<file path="src/rtl/lcd_pkg.sv">
package lcd_pkg;

    localparam int ACT_W = 3;
    localparam int ID_W = 64;
    localparam int CNT_W = 16;
    localparam int CHATS_W = 5;
    localparam int TOT_W = 32;

    localparam int ENTRIES_DEFAULT = 16;
    localparam logic [CHATS_W-1:0] CHAT_LIMIT_RESET = 5'd16;

    localparam logic [ACT_W-1:0] ACT_LOOKUP = 3'd0;
    localparam logic [ACT_W-1:0] ACT_PROBE = 3'd1;
    localparam logic [ACT_W-1:0] ACT_POPULATE = 3'd2;
    localparam logic [ACT_W-1:0] ACT_APPEND = 3'd3;
    localparam logic [ACT_W-1:0] ACT_INVALIDATE = 3'd4;
    localparam logic [ACT_W-1:0] ACT_CLEAR = 3'd5;

    typedef struct packed {
        logic [ACT_W-1:0] action;
        logic signed [ID_W-1:0] chat_id;
        logic signed [ID_W-1:0] span_oldest_id;
        logic signed [ID_W-1:0] span_newest_id;
        logic [CNT_W-1:0] stored_msgs;
        logic signed [ID_W-1:0] message_id;
    } lcd_req_t;

    typedef struct packed {
        logic hit;
        logic signed [ID_W-1:0] entry_oldest_id;
        logic signed [ID_W-1:0] entry_newest_id;
        logic [CNT_W-1:0] entry_count;
        logic appended;
        logic evicted;
        logic signed [ID_W-1:0] victim_chat_id;
        logic [CHATS_W-1:0] chats_in_use;
        logic [TOT_W-1:0] hits_total;
        logic [TOT_W-1:0] misses_total;
    } lcd_rsp_t;

endpackage

</file>
<file path="src/rtl/lcd_rsp_reg.sv">
module lcd_rsp_reg (
    input  logic              clk,
    input  logic              rst_n,
    input  logic              load,
    input  lcd_pkg::lcd_rsp_t rsp_in,
    output logic              free,
    output logic              out_valid,
    input  logic              out_ready,
    output lcd_pkg::lcd_rsp_t rsp
);
    import lcd_pkg::*;

    logic     valid_reg;
    logic     valid_next;
    lcd_rsp_t rsp_reg;

    assign free = !valid_reg || out_ready;

    always_comb
    begin
        if (load)
        begin
            valid_next = 1'b1;
        end
        else if (out_ready)
        begin
            valid_next = 1'b0;
        end
        else
        begin
            valid_next = valid_reg;
        end
    end

    always_ff @(posedge clk or negedge rst_n)
    begin
        if (!rst_n)
        begin
            valid_reg <= 1'b0;
        end
        else
        begin
            valid_reg <= valid_next;
        end
    end

    always_ff @(posedge clk)
    begin
        if (load)
        begin
            rsp_reg <= rsp_in;
        end
    end

    assign out_valid = valid_reg;
    assign rsp = rsp_reg;

endmodule

</file>
<file path="config.mk">
export PLATFORM = sky130hd
export DESIGN_NAME = lcd_rsp_reg
export DESIGN_NICKNAME = d
export VERILOG_FILES = /design/src/rtl/lcd_pkg.sv /design/src/rtl/lcd_rsp_reg.sv
export SDC_FILE = /design/constraint.sdc
export NUM_CORES = 1
export LEC_CHECK = 0
export BUFFER_PORTS_ARGS = -buffer_cell sky130_fd_sc_hd__buf_2
export CORE_AREA = 2 2 223 225
export CTS_CLUSTER_DIAMETER = 80
export DETAILED_ROUTE_END_ITERATION = 8
export DIE_AREA = 0 0 225 227
export PLACE_DENSITY = 0.45
export RECOVER_POWER = 50
export SLEW_MARGIN = 20
export SYNTH_ARGS = -nofsm -noshare
export SYNTH_HDL_FRONTEND = slang
export SYNTH_SLANG_ARGS = --single-unit
</file>
<file path="constraint.sdc">
create_clock -name clk -period 1.7 [get_ports clk]
set_input_delay 0 -clock clk [delete_from_list [all_inputs] [get_ports clk]]
set_output_delay 0 -clock clk [all_outputs]
set_load 0.01 [all_outputs]
</file>
==> reports/results.txt, run 1 <==
drt drc: 0
via count: 6415
final WL: 28200 microns
wire per inst: 15.4 microns
# IOs: 566
max cap viols: 0
H-tree depth: 1
Max Clock Freq: 0.723 GHz
Synth Instances: 283
sequential fraction of the synthesis area: 0.997
commonest cells in the netlist: 280 x edfxtp_1, 1 x dfrtp_1, 1 x nand2b_2, 1 x nand2b_4
Slew Limit Fails: 0
Placer Congestion: 0.768
vias in the first global route: 7031
Num CTS Buffers: 31
drt first pass iters: 6
Reg2Reg Setup Slack: 1.04 ns
Syn Std Cell Area: 8460 sq um
layout cells sized above 1: 0.482
First DRT Iteration DRCs: 228
unrepaired setup endpoints after global routing: false
TritonCTS clock tree: built
Filler Cells Inserted: 4753
CP Launch Type: input pin
DP HPWL: 19400 microns
ys flop type: edfxtp_1
synthesized area per cell: 29.9 sq um
Tmin final: 1.38 ns
worst vdd ir: 0.883 mV
Cell Pwr Density: 1050 nW/um^2
DIE HEIGHT: 227 microns
crit end category: register
R2R Path End: out_valid$_DFFE_PN0P_
Yosys top cell area share: 0.994
Async SR Flop Fraction: 0.00356
Setup CP Type: in2reg
Post-synth EDFFs: 280
core area: 48500 sq um
row cnt: 81
most common cell in the synthesized netlist: edfxtp_1
critical path arrival: 1.56 ns
# setup viols final: 0
period utilization: 0.813
FF+latch count, synth: 281
total track usage: 0.100
die area: 51100 sq um
clk_skew: 0 ns
die width: 225 microns
WHS Path Cells: 2
Distinct cells, synth: 4
Nets: 1464
cell depth of the worst flop-to-flop path: 2
clk buf depth: 3
Setup Fix Bufs, Post-CTS: 0
first-pass GRT wire length: 38900 microns
hold path endpoint: rsp[196]$_DFFE_PP_
initial antenna violation count: 4
largest net degree at the start of global routing: 61
Starting Density: 0.174
CTS Root Buffer Type: clkbuf_16
reg2reg start: out_valid$_DFFE_PN0P_
Crit Path Max Fanout: 36
yosys synthesis warning count: 0
Syn-to-layout area delta: 88.8%
gr ovfl total: 0
cell taking the most area after synthesis: edfxtp_1
Slew HR: 0.487
Clock Sinks: 281
syn_nets: 567
drt via density: 3.51
port buffer count: 565
placed cell area: 12200 sq um
Worst Hold Class: in2reg
leakage power: 6.61 nW
Largest register FFs: 280
DRT antenna net count: 0
clk_lat worst skew: 0.57 ns
post-route cell area: 16000 sq um
main area contributors after synthesis: edfxtp_1 99%, dfrtp_1 0.30%, nand2b_4 0.16%
final hold vios: 0
status: finished clean
clk slew on worst S/H paths: 0.06 ns
Hold Crit Start: rsp_in[196]
Worst-Margin Slew: 0.770 ns
Final TNS setup: 0 ns
CP Data Required Time: 1.88 ns
timing repair:
action                    in CTS  in global routing
hold buffers                 284                  0
gates resized for setup        0                  0
hold endpoints to repair     321                  0
per-layer routing:
layer,GRT usage,vias up,part of all wire
li1,-,2966,-
met1,0.0986,3047,0.34
met4,0.0323,4,0.031
met2,0.191,344,0.53
met5,0,-,0.00085
met3,0.0404,54,0.097
power by group:
group	switching, mW	total, mW	internal (mW)
Clock	2.65	6.43	3.78
Combinational	0.891	1.90	1.01
Sequential	0.137	8.37	8.23
layout make-up:
cell class                 count  area (sq um)  share of cell area
tap                          622           778              0.0487
timing repair buffer         864          5750               0.360
clock inverter                14           121             0.00760
multi-input combinational      2          22.5             0.00141
clock buffer                  44           855              0.0535
antenna                        1          2.50            0.000157
sequential                   281          8430               0.528
metrics by stage:
step | util | power (mW) | hold slack [ns] | cells | setup slack, ns
finish | 0.329 | 16.7 | 0.137 | 1828 | 0.318
global route | 0.329 | 17.4 | 0.105 | 1828 | 0.239
floorplan | - | 8.83 | -0.296 | 283 | 1.01
detailed placement | 0.252 | 9.92 | -0.223 | 1485 | 0.560
global placement | 0.252 | 9.92 | -0.221 | 1485 | 0.587
CTS | 0.330 | 17.0 | 0.0802 | 1827 | 0.434
cell families (layout without fill, tap and decap cells):
group	count (synthesis)	after routing	share of synthesized area
DFF	281	281	0.997
other	0	1	0
buffers and inverters	0	922	0
and+or+nand+nor	2	2	0.00266
critical path, stage by stage:
cell and delay, ns:
dlygate4sd3_1 0.56, buf_8 0.34, clkbuf_1 0.63
cell usage in the layout, fill, tap and decap left out:
cell type        n
clkinv_2         1
dfrtp_1          1
clkbuf_1        51
buf_2          533
buf_8            1
clkinv_1         8
clkbuf_2         1
diode_2          1
nand2b_4         1
buf_4            1
dlygate4sd3_1  284
bufinv_16        2
inv_6            3
clkbuf_16       31
buf_12           3
clkbuf_8         3
nand2b_2         1
edfxtp_1       280
worst max path at each step:
stage                               start                     to  slack, ns  cells past startpoint
global route                         load     rsp[222]$_DFFE_PP_       0.24                      3
detailed placement                   load       rsp[0]$_DFFE_PP_       0.56                      2
CTS                     rsp[30]$_DFFE_PP_                rsp[30]       0.43                      1
finish                               load     rsp[222]$_DFFE_PP_       0.32                      3
floorplan           out_valid$_DFFE_PN0P_  out_valid$_DFFE_PN0P_       1.01                      2
global placement                     load       rsp[0]$_DFFE_PP_       0.59                      2
No activity file was read; power rests on OpenSTA's default activity.
==> run 2, diff against run 1 <==
- clock period: 1.7 -> 1.3 ns (I/O delays scaled with it)
==> run 2 against run 1 <==
  * Routed wire length is essentially flat
  * Highest routed layer is now met4
  * Die area stayed put
  * Sequential power grew 31%
==> reports/results.txt, run 2 (same netlist as run 1, synthesis figures left out) <==
status: finished clean
Placer Congestion: 0.775 (+0.89%)
Syn-to-layout area delta: 89.5%
drt drc: 0 (unchanged)
Starting Density: 0.174 (unchanged)
clk_lat worst skew: 0.57 ns (about the same)
DRT antenna net count: 0 (unchanged)
register area: 8430 sq um (unchanged)
cell depth of the worst flop-to-flop path: 2 (unchanged)
gr ovfl total: 0 (unchanged)
period utilization: 0.948
clk slew on worst S/H paths: 0.06 ns (about the same)
leakage power: 6.66 nW (+0.72%)
First DRT Iteration DRCs: 178 (-22%)
CP bufs+invs: 1 (-2)
die area: 51100 sq um (unchanged)
Nets: 1472 (+0.55%)
crit end category: output port
clk buf depth: 3 (unchanged)
Critical Path Slowest Stage Cell: edfxtp_1
Cell Pwr Density: 1350 nW/um^2 (+29%)
Reg2Reg Setup Slack: 0.65 ns (-0.39 ns)
Largest register FFs: 280 (unchanged)
Max Clock Freq: 0.811 GHz
core area: 48500 sq um (unchanged)
Setup Fix Bufs, Post-CTS: 0 (unchanged)
row cnt: 81 (unchanged)
Num CTS Buffers: 31 (unchanged)
commonest non-fill, non-tap cell in the layout: buf_2
R2R Path End: out_valid$_DFFE_PN0P_
first-pass GRT wire length: 39800 microns (+2.4%)
layout cells sized above 1: 0.491 (+0.00875)
TritonCTS clock tree: built
area of the multi-input gates: 22.5 sq um (unchanged)
max cap viols: 0 (unchanged)
final hold vios: 0 (unchanged)
die width: 225 microns (unchanged)
Worst Hold Class: in2reg
drt first pass iters: 4 (-2)
critical path arrival: 1.23 ns (-0.33 ns)
unrepaired setup endpoints after global routing: true
critical-path cell list: buf_6
Crit Path Max Fanout: 1 (-97%)
CP Launch Type: register
clk_skew: 0 ns (unchanged)
# setup viols final: 0 (unchanged)
Worst-Margin Slew: 0.492 ns (-0.278 ns)
port buffer count: 565 (unchanged)
drt via density: 3.46 (-1.3%)
CP Data Required Time: 1.30 ns (-0.58 ns)
hold path endpoint: rsp[134]$_DFFE_PP_
reg2reg start: out_valid$_DFFE_PN0P_
wire per inst: 15.3 microns (-0.46%)
worst vdd ir: 0.917 mV (+3.8%)
Clock Sinks: 281 (unchanged)
Slew HR: 0.672 (+0.185)
DP HPWL: 20000 microns (+3.0%)
non-filler cells, final: 1836 (+0.44%)
CTS Root Buffer Type: clkbuf_16
dpl cells: 1493 (+0.54%)
Worst path depth: 1 (-2)
WHS Path Cells: 2 (unchanged)
Total Power: 21.7 mW (+30%)
H-tree depth: 1 (unchanged)
commonest cells after routing, fill and taps aside: 532 x buf_2, 284 x dlygate4sd3_1, 280 x edfxtp_1, 43 x clkbuf_1, 31 x clkbuf_16
final WL: 28200 microns (about the same)
CP max stage delay: 0.48 ns (-0.15 ns)
via count: 6361 (-0.84%)
DIE HEIGHT: 227 microns (unchanged)
initial antenna violation count: 3 (-1)
Hold Crit Start: rsp_in[134]
total track usage: 0.103 (+0.00218)
Slew Limit Fails: 0 (unchanged)
# IOs: 566 (unchanged)
largest net degree at the start of global routing: 68 (+11%)
Setup CP Type: reg2out
Top Family by Delay on Critical Path: flip-flops
vias in the first global route: 7116 (+1.2%)
Tmin final: 1.23 ns
Filler Cells Inserted: 4713 (-0.84%)
==> run 2: changes by cell type in the layout (fill, tap and decap cells not counted), moves of 2 or more <==
cell      delta
buf_4        +6
diode_2      +3
clkinv_2     +2
clkbuf_1     -8
clkbuf_8     -3
clkbuf_2     +7
inv_6        -2
buf_12       +2
==> run 2: layout make-up <==
class	count	share of cell area
flip-flops and latches	281	0.526
repair buffers	872	0.365
clock buffers	40	0.0505
well taps	622	0.0486
clock inverters	15	0.00765
multi-input cells	2	0.00141
diodes	4	0.000625
==> run 2: per-layer routing <==
metal  routed length (microns)  GRT usage  vias up
met5                         0          0        -
met4                       966     0.0385        0
met3                      2500     0.0379       45
met2                     14800      0.188      323
met1                      9860      0.107     3014
li1                          -          -     2979
==> run 2: worst max path at each step <==
stage / end / startpoint / slack [ns]
final: rsp[30] / rsp[30]$_DFFE_PP_ / 0.07
after global routing: rsp[30] / rsp[30]$_DFFE_PP_ / -0.004
after CTS: rsp[30] / rsp[30]$_DFFE_PP_ / -0.001
after detailed placement: rsp[6]$_DFFE_PP_ / load / 0.31
after global placement: rsp[6]$_DFFE_PP_ / load / 0.32
after floorplan: out_valid$_DFFE_PN0P_ / out_valid$_DFFE_PN0P_ / 0.61
==> run 2: what timing repair did <==
item                                    CTS  global route
hold endpoints to repair                344             0
endpoints found under the setup margin    1             1
resized for setup                         2             0
gates cloned                              0             0
hold buffers                            284             0
==> run 2: stage by stage <==
step	TNS (ns)	setup WS [ns]	util	cell area [sq um]	hold slack, ns
2_1_floorplan	0	0.611	-	8460	-0.296
3_3_place_gp	0	0.324	0.254	12300	-0.221
3_5_place_dp	0	0.311	0.254	12300	-0.220
4_1_cts	-0.00106	-0.00106	0.331	16100	0.0904
5_1_grt	-0.00439	-0.00439	0.330	16000	0.107
6_report	0	0.0675	0.330	16000	0.133
==> run 2: report_power, final <==
group          internal, mW  switching (mW)  total, mW  leakage, nW
Combinational          1.35            1.16       2.51         3.45
Clock                  4.73            3.48       8.22        0.454
Sequential             10.8           0.189       11.0         2.75
