**config.mk**
```make
export PLATFORM = sky130hd
export DESIGN_NAME = lcd_req_reg
export DESIGN_NICKNAME = d
export VERILOG_FILES = /design/src/rtl/lcd_pkg.sv /design/src/rtl/lcd_req_reg.sv
export SDC_FILE = /design/constraint.sdc
export NUM_CORES = 1
export LEC_CHECK = 0
export ABC_CLOCK_PERIOD_IN_PS = 6300
export BUFFER_PORTS_ARGS = -buffer_cell sky130_fd_sc_hd__buf_2
export CORE_AREA = 2 2 216 218
export CTS_CLUSTER_SIZE = 14
export DETAILED_ROUTE_END_ITERATION = 10
export DIE_AREA = 0 0 218 220
export PLACE_DENSITY_LB_ADDON = 0.25
export SLEW_MARGIN = 20
export SYNTH_ARGS = -nofsm -noshare
export SYNTH_HDL_FRONTEND = slang
export SYNTH_SLANG_ARGS = --single-unit
```
**constraint.sdc**
```tcl
create_clock -name clk -period 6.3 [get_ports clk]
set_clock_uncertainty 0.15 [all_clocks]
set_input_delay 1.26 -clock clk [delete_from_list [all_inputs] [get_ports clk]]
set_output_delay 1.26 -clock clk [all_outputs]
set_load 0.02 [all_outputs]
```
**src/rtl/lcd_pkg.sv**
```systemverilog
package lcd_pkg;

    localparam int ACT_W = 3;
    localparam int ID_W = 64;
    localparam int CNT_W = 16;
    localparam int CHATS_W = 5;
    localparam int TOT_W = 32;

    localparam int ENTRIES_DEFAULT = 16;
    localparam logic [CHATS_W-1:0] CHAT_LIMIT_RESET = 5'd16;

    localparam logic [ACT_W-1:0] ACT_LOOKUP = 3'd0;
    localparam logic [ACT_W-1:0] ACT_PROBE = 3'd1;
    localparam logic [ACT_W-1:0] ACT_POPULATE = 3'd2;
    localparam logic [ACT_W-1:0] ACT_APPEND = 3'd3;
    localparam logic [ACT_W-1:0] ACT_INVALIDATE = 3'd4;
    localparam logic [ACT_W-1:0] ACT_CLEAR = 3'd5;

    typedef struct packed {
        logic [ACT_W-1:0] action;
        logic signed [ID_W-1:0] chat_id;
        logic signed [ID_W-1:0] span_oldest_id;
        logic signed [ID_W-1:0] span_newest_id;
        logic [CNT_W-1:0] stored_msgs;
        logic signed [ID_W-1:0] message_id;
    } lcd_req_t;

    typedef struct packed {
        logic hit;
        logic signed [ID_W-1:0] entry_oldest_id;
        logic signed [ID_W-1:0] entry_newest_id;
        logic [CNT_W-1:0] entry_count;
        logic appended;
        logic evicted;
        logic signed [ID_W-1:0] victim_chat_id;
        logic [CHATS_W-1:0] chats_in_use;
        logic [TOT_W-1:0] hits_total;
        logic [TOT_W-1:0] misses_total;
    } lcd_rsp_t;

endpackage

```
**src/rtl/lcd_req_reg.sv**
```systemverilog
module lcd_req_reg (
    input  logic              clk,
    input  logic              rst_n,
    input  logic              in_valid,
    output logic              in_ready,
    input  lcd_pkg::lcd_req_t in_req,
    input  logic              advance,
    output logic              req_valid,
    output lcd_pkg::lcd_req_t req
);
    import lcd_pkg::*;

    logic      valid_reg;
    logic      valid_next;
    lcd_req_t  req_reg;
    logic      take;

    assign in_ready = !valid_reg || advance;
    assign take = in_valid && in_ready;

    always_comb
    begin
        if (take)
        begin
            valid_next = 1'b1;
        end
        else if (advance)
        begin
            valid_next = 1'b0;
        end
        else
        begin
            valid_next = valid_reg;
        end
    end

    always_ff @(posedge clk or negedge rst_n)
    begin
        if (!rst_n)
        begin
            valid_reg <= 1'b0;
        end
        else
        begin
            valid_reg <= valid_next;
        end
    end

    always_ff @(posedge clk)
    begin
        if (take)
        begin
            req_reg <= in_req;
        end
    end

    assign req_valid = valid_reg;
    assign req = req_reg;

endmodule

```
==> results of run 1 <==
==> cells in the mapped netlist <==
| master | instances | area (um2) |
|---|---|---|
| edfxtp_1 | 275 | 8260 |
| nand2b_1 | 1 | 6.26 |
| and2_4 | 1 | 8.76 |
| dfrtp_1 | 1 | 25.0 |
| nand2b_4 | 1 | 13.8 |
==> cells by family (layout without fill, tap and decap cells) <==
kind of cell,after synthesis,after routing
AND/OR/NAND/NOR,3,3
flip-flops,276,276
buffers and inverters,0,615
other,0,2
==> area by class of cell <==
| type | count | area [um2] | share of cell area, % |
|---|---|---|---|
| Antenna cell | 2 | 5.00 | 0.0387 |
| Tap cell | 607 | 759 | 5.88 |
| Timing Repair Buffer | 558 | 2830 | 21.9 |
| Clock inverter | 13 | 114 | 0.881 |
| Multi-Input combinational cell | 3 | 28.8 | 0.223 |
| Sequential cell | 276 | 8280 | 64.1 |
| Clock buffer | 44 | 910 | 7.04 |
==> path summary, 6_finish.rpt <==
path,start,end
max,advance,in_ready
min,rst_n,req_valid
max reg2reg,req_valid,req[91]
min reg2reg,req_valid,req_valid
max in group asynchronous,rst_n,req_valid
min in group clk,req_valid,req_valid
==> cells in the final DEF, fill, tap and decap left out <==
cell        instances
clkinv_2            3
clkinv_1            1
clkinvlp_4          4
clkbuf_16          35
edfxtp_1          275
nand2b_1            1
diode_2             2
buf_12              2
nand2b_4            1
and2_4              1
buf_4               1
clkbuf_1            9
buf_2             555
inv_6               1
clkinv_4            3
bufinv_16           1
dfrtp_1             1
==> worst max-delay path, stage by stage <==
cell	delay, ps
buf_2	100
nand2b_4	140
buf_2	160
==> per-stage QoR <==
stage	worst slack, ps	hold slack (ps)	power [mW]
after detailed placement	3180	434	2.58
after global placement	3200	427	2.58
final	3230	352	4.34
after global routing	3220	311	4.53
after CTS	3230	310	4.44
after floorplan	2350	543	2.38
==> power groups by stage <==
stage	combinational (mW)	sequential, mW	clock (mW)
2_1_floorplan	0.0343	2.34	0
3_3_place_gp	0.371	2.20	0
3_5_place_dp	0.374	2.21	0
4_1_cts	0.373	2.17	1.89
5_1_grt	0.390	2.18	1.96
6_report	0.364	2.17	1.80
==> routing by layer <==
layer	wire length, um	up-vias	global-route usage (%)	part of all wire [%]
met5	106	-	0	0.42
li1	-	2334	-	-
met4	629	16	3.72	2.5
met3	3200	53	5.73	13
met1	8370	2440	9.59	33
met2	12700	317	16.5	51
==> key figures, run 1 <==
Pwr
  • IR Drop Worst-Case VDD: approximately 0.23 mV
  • Net Sw Frac: 23.1%
  • Clock share of power: 41.6%
  • Pwr dens: approximately 340 nW/um2
  • Combinational share of power: about 8.4%
  • P_sw: approximately 1 mW
  • Leakage: 5.34 nW
  • Sequential Power Share: 50.0%
  • Cell Int Power: 3.33 mW

Detailed routing
  • First drt pass iteration count: 4
  • DR vias: 5,160
  • Vias per inst: 3.43
  • WL/cell: between 15 and 20 um
  • DRC Markers: 0
  • Starting DRT DRC Count: between 150 and 200
  • Post-Route WL: 25,100 um
  • ANT nets after route: 0

GRT
  • Largest net degree at the start of global routing: between 100 and 150
  • GRT Total Usage: 9.67%
  • First-pass GRT wire length: 33,300 um
  • Vias in the first global route: 5,257
  • Initial antenna violation count: 10
  • Congestion Overflow GR: 0

Die
  • # IOs: 556
  • Height of the die: 220 um
  • Core Footprint: 45,900 um2
  • Chip Width: roughly 220 um
  • Initial Utilization: 18.1%
  • Die area: 48,000 um2
  • Rows: 79

Clocking
  • CTS buffer count: 35
  • Post-CTS setup buffers: 0
  • Clk Latency, worst-skew pair: 520 ps
  • Clock tree buffer depth: 3
  • Resize count post-CTS: 0
  • H-tree depth: 2
  • TritonCTS clock tree: done
  • CTS Sinks: 276
  • Hold-fix buffer count after cts: 0
  • CTS clk-pin slew, worst paths: 50 ps
  • CTS Root Cell: clkbuf_16

Worst setup path
  • Cell depth of the worst flop-to-flop path: 3
  • Reg2Reg Setup Slack: 4140 ps
  • Worst path arrival time: 1660 ps
  • Critical Path Sink Type: primary output
  • Worst path required time: 4890 ps
  • Max FO, Critical Path: 3
  • Crit path launch type: primary input
  • Kind of critical path: in2out

Placement
  • DP Wirelength: approximately 19,000 um
  • Placed cells: 1,444
  • RD Place Congestion: slightly below 0.8
  • Count of input and output buffers: 555
  • Placed cell areas: 11,900 um2

Yosys
  • Syn nets: 558
  • Post-synthesis simple-gate area fraction: 0.346%
  • Synth Area in Compound Gates: 0%
  • Mapped Avg Cell Area: 29.8 um2
  • Sequential area share after synthesis: around 100%
  • Largest family of logic cells by synthesized area: simple AND/OR/NAND/NOR gates
  • Cell Area, Synth: 8310 um2
  • Synth warnings: 0
  • Netlist cell types: 5
  • Mux cell area share after synthesis: 0%
  • Syn Inst Count: 279
  • Yosys reg bits: 276
  • Post-Synth Adder-Cell Area: 0%
  • XOR/XNOR Fraction of Synth Area: 0%

Outcome
  • Status: finished, final reports clean

Timing
  • Crit share post-route: between 40% and 50%
  • Final Max Slew Viols: 0
  • # setup viols final: 0
  • Endpoints failing hold: 0
  • Slew margin rel.: between 50% and 60%
  • Slew at the pin with the worst max-slew slack: around 660 ps
  • RSZ-0062 raised after global routing: false
  • Peak Freq: about 330 MHz
  • Tmin final: 3070 ps
  • Setup_tns: 0 ps

Hold path
  • Hold Path Class: in2async

Flow run
  • Number of max-cap violations: 0

Layout
  • Design Area, Final: 12,900 um2
  • Max reg flops: 275
  • Fillers: 4,742
  • Share of layout cells above drive strength 1: 67.9%
  • Final nets: 1,153
  • Post-Layout Cell Count: approximately 1,500
  • Final core occ: 28.2%
  • Area grow syn2layout: 55.5%
Note: power is estimated with default switching activity, not from simulation.
==> inputs of run 2 (changes only) <==
Settings changed: ABC_AREA from default to 1, ABC_CLOCK_PERIOD_IN_PS 6300 to 2700, CORE_AREA 2 2 216 218 to 2 2 217 219, DIE_AREA 0 0 218 220 to 0 0 219 221.
Clock period 6.3 ns to 2.7 ns, I/O delays scaled along.
==> run 2 against run 1 <==
  * Final area grew 20%
  * Sequential cell count did not move
  * Global-route usage rose by 1.0 points
  * Area after synthesis shrank 0.11%
  * Utilization increased by 5.5 points
  * Worst setup slack got worse by 2500 ps
  * Sequential share of layout area decreased by 11 points
  * Synthesized cell count increased by 0.72%
==> key figures, run 2 <==
Yosys
  • Mapped Avg Cell Area: 29.5 um2 (-0.82%)
  • Main synth FF type: edfxtp_1
  • Syn nets: 560 (+0.36%)
  • Synth warnings: 0 (unchanged)
  • Netlist cell types: 5 (unchanged)
  • Number of synthesized flops with an enable pin: 275 (unchanged)
  • Top cells by area, synth: edfxtp_1 (99%), dfrtp_1 (0.30%), inv_1 (0.090%), nand2_1 (0.090%), a21oi_1 (0.060%)
  • XOR/XNOR Fraction of Synth Area: 0% (unchanged)
  • Cell Area, Synth: 8300 um2 (-0.11%)
  • Post-synth ARST share: 0.362% (unchanged)
  • Post-synth top area cell: edfxtp_1
  • Post-Synth Adder-Cell Area: 0% (unchanged)
  • Share of the synthesized area in the top cell type: 99.5% (+0.10 points)
  • Yosys reg bits: 276 (unchanged)
  • Post-synthesis simple-gate area fraction: 0.0904% (-0.26 points)
  • Top-count cell post-synth: edfxtp_1
  • Syn Inst Count: 281 (+0.72%)
  • Synth Area in Compound Gates: 0.0603% (+0.060 points)
  • Mux cell area share after synthesis: 0% (unchanged)
  • Top cells by count, synth: edfxtp_1 (275), inv_1 (2), nand2_1 (2), a21oi_1 (1), dfrtp_1 (1)
  • Largest family of logic cells by synthesized area: buffers and inverters
  • Sequential area share after synthesis: 99.8% (+0.11 points)

Worst setup path
  • Kind of critical path: reg2out
  • Buffer and inverter count on the worst path: 1 (-1)
  • Worst path max stage delay: 430 ps (+270 ps)
  • Crit path launch type: flip-flop
  • Worst path arrival time: 1240 ps (-420 ps)
  • Critical Path Sink Type: primary output
  • Max FO, Critical Path: 3 (unchanged)
  • Worst path required time: 2010 ps (-2880 ps)
  • CP cell instances: nand2_1, buf_2
  • Crit path max-delay family: flip-flops
  • Slowest-stage cell, CP: dfrtp_2

GRT
  • Largest net degree at the start of global routing: 57 (-46%)
  • Initial antenna violation count: 2 (-8)
  • Vias in the first global route: 6,803 (+29%)
  • GRT Total Usage: 10.7% (+1.0 points)
  • First-pass GRT wire length: 39,400 um (+18%)
  • Congestion Overflow GR: 0 (unchanged)

Clocking
  • Resize count post-CTS: 0 (unchanged)
  • TritonCTS clock tree: done
  • Clock tree buffer depth: 3 (unchanged)
  • Clk Latency, worst-skew pair: 560 ps (+40 ps)
  • CTS clk-pin slew, worst paths: 60 ps (about the same)
  • CTS Root Cell: clkbuf_16
  • CTS Sinks: 276 (unchanged)
  • H-tree depth: 1 (-1)
  • CTS buffer count: 31 (-11%)

Pwr
  • Pwr dens: 650 nW/um2 (+94%)
  • IR Drop Worst-Case VDD: 0.485 mV (+110%)
  • Leakage: 6.44 nW (+21%)

Detailed routing
  • Post-Route WL: 27,600 um (+10%)
  • ANT nets after route: 0 (unchanged)
  • Starting DRT DRC Count: 198 (+16%)
  • Vias per inst: 3.49 (+1.6%)
  • WL/cell: 15.6 um (-6.4%)
  • DRC Markers: 0 (unchanged)
  • First drt pass iteration count: 4 (unchanged)
  • DR vias: 6,169 (+20%)

Placement
  • DP Wirelength: 20,300 um (+5.3%)
  • Count of input and output buffers: 555 (unchanged)
  • Place WS: 648 ps (-2530 ps)
  • RD Place Congestion: 0.780 (+0.84%)

Timing
  • Peak Freq: around 520 MHz
  • Crit share post-route: 71.4%
  • RSZ-0062 raised after global routing: false
  • Worst Setup Slack, final: 772 ps (-2460 ps)
  • Slew at the pin with the worst max-slew slack: 400 ps (-255 ps)
  • Endpoints failing hold: 0 (unchanged)
  • Min Hold Slack: 42.7 ps (-310 ps)
  • # setup viols final: 0 (unchanged)
  • Slew margin rel.: 73.3% (+17 points)
  • Tmin final: 1930 ps
  • Final Max Slew Viols: 0 (unchanged)

Die
  • Rows: 79 (unchanged)
  • Initial Utilization: 18.0% (-0.097 points)
  • # IOs: 556 (unchanged)
  • Height of the die: 221 um (+0.45%)
  • Die area: 48,400 um2 (+0.92%)
  • Core Footprint: 46,100 um2 (+0.43%)
  • Chip Width: 219 um (+0.46%)

Layout
  • Most common cell after layout, fill and taps aside: buf_2
  • Diodes inserted: 0 (-2)
  • Final core occ: 33.7% (+5.5 points)
  • Max reg flops: 275 (unchanged)
  • Fillers: 4,550 (-4.0%)
  • Area grow syn2layout: 86.7%
  • Most frequent cells in the layout: buf_2 (555), edfxtp_1 (275), dlygate4sd3_1 (259), clkbuf_16 (31), clkinv_1 (9)
  • Final nets: 1,418 (+23%)
  • Share of layout cells above drive strength 1: 52.4% (-15 points)

Outcome
  • Status: finished, final reports clean

Flow run
  • Number of max-cap violations: 0 (unchanged)

Hold path
  • Hold Path Class: in2reg
## run 2: changes by cell type after synthesis
cell and delta:
nand2b_1 -1, nand2b_4 -1, nand2_1 +2, a21oi_1 +1, inv_1 +2, and2_4 -1
## run 2: routing by layer
metal	GRT usage, %	up-vias	part of all wire, %
li1	-	2865	-
met2	20.1	345	52
met3	3.97	40	10
met4	2.94	0	2.6
met5	0	-	0
met1	11.0	2919	35
## run 2: final cells by class
class / count / area [um2] / area share [%]
clock buffer: 38 / 802 / 5.17
clock inverter: 18 / 111 / 0.718
inverter: 2 / 7.51 / 0.0484
multi-input combinational: 3 / 23.8 / 0.153
sequential: 276 / 8280 / 53.4
tap: 607 / 759 / 4.90
timing repair buffer: 825 / 5520 / 35.6
## run 2: worst reg2reg max path, stage by stage, from the launching register on
cell     delay [ps]
dfrtp_2         430
a21oi_4         200
buf_12          220
buf_4           420
## run 2: kinds of logic after synthesis
kind of cell           count (synthesis)
AO/OA/AOI/OAI                          1
buffers and inverters                  2
flip-flops                           276
AND/OR/NAND/NOR                        2
## run 2: power breakdown
| part | total [mW] | internal (mW) | switching, mW |
|---|---|---|---|
| Sequential | 5.06 | 5.00 | 0.0586 |
| Combinational | 1.19 | 0.556 | 0.631 |
| Clock | 3.83 | 2.18 | 1.64 |
## run 2: stage by stage
step	cells	area (um2)	power [mW]	TNS, ps
after CTS	1769	15500	10.3	0
after global placement	1454	12000	6.04	0
after floorplan	281	8320	5.57	-822760
after detailed placement	1454	12000	6.05	0
final	1769	15500	10.1	0
after global routing	1769	15500	10.5	0
## run 2: worst paths after layout
check / from / end / slack, ps / cells past startpoint
max in group asynchronous: rst_n / req_valid / 2180 / 2
worst min register to register: req_valid / req_valid / 410 / 2
min in group asynchronous: rst_n / req_valid / 130 / 2
worst max register to register: req_valid / req[86] / 900 / 3
worst min-delay path: in_req[48] / req[48] / 40 / 1
worst max-delay path: req_valid / in_ready / 770 / 2
## run 2: what timing repair did
action                                 CTS  global route
endpoints found under the hold margin  259             0
hold buffers                           259             0
setup buffers                            0             0
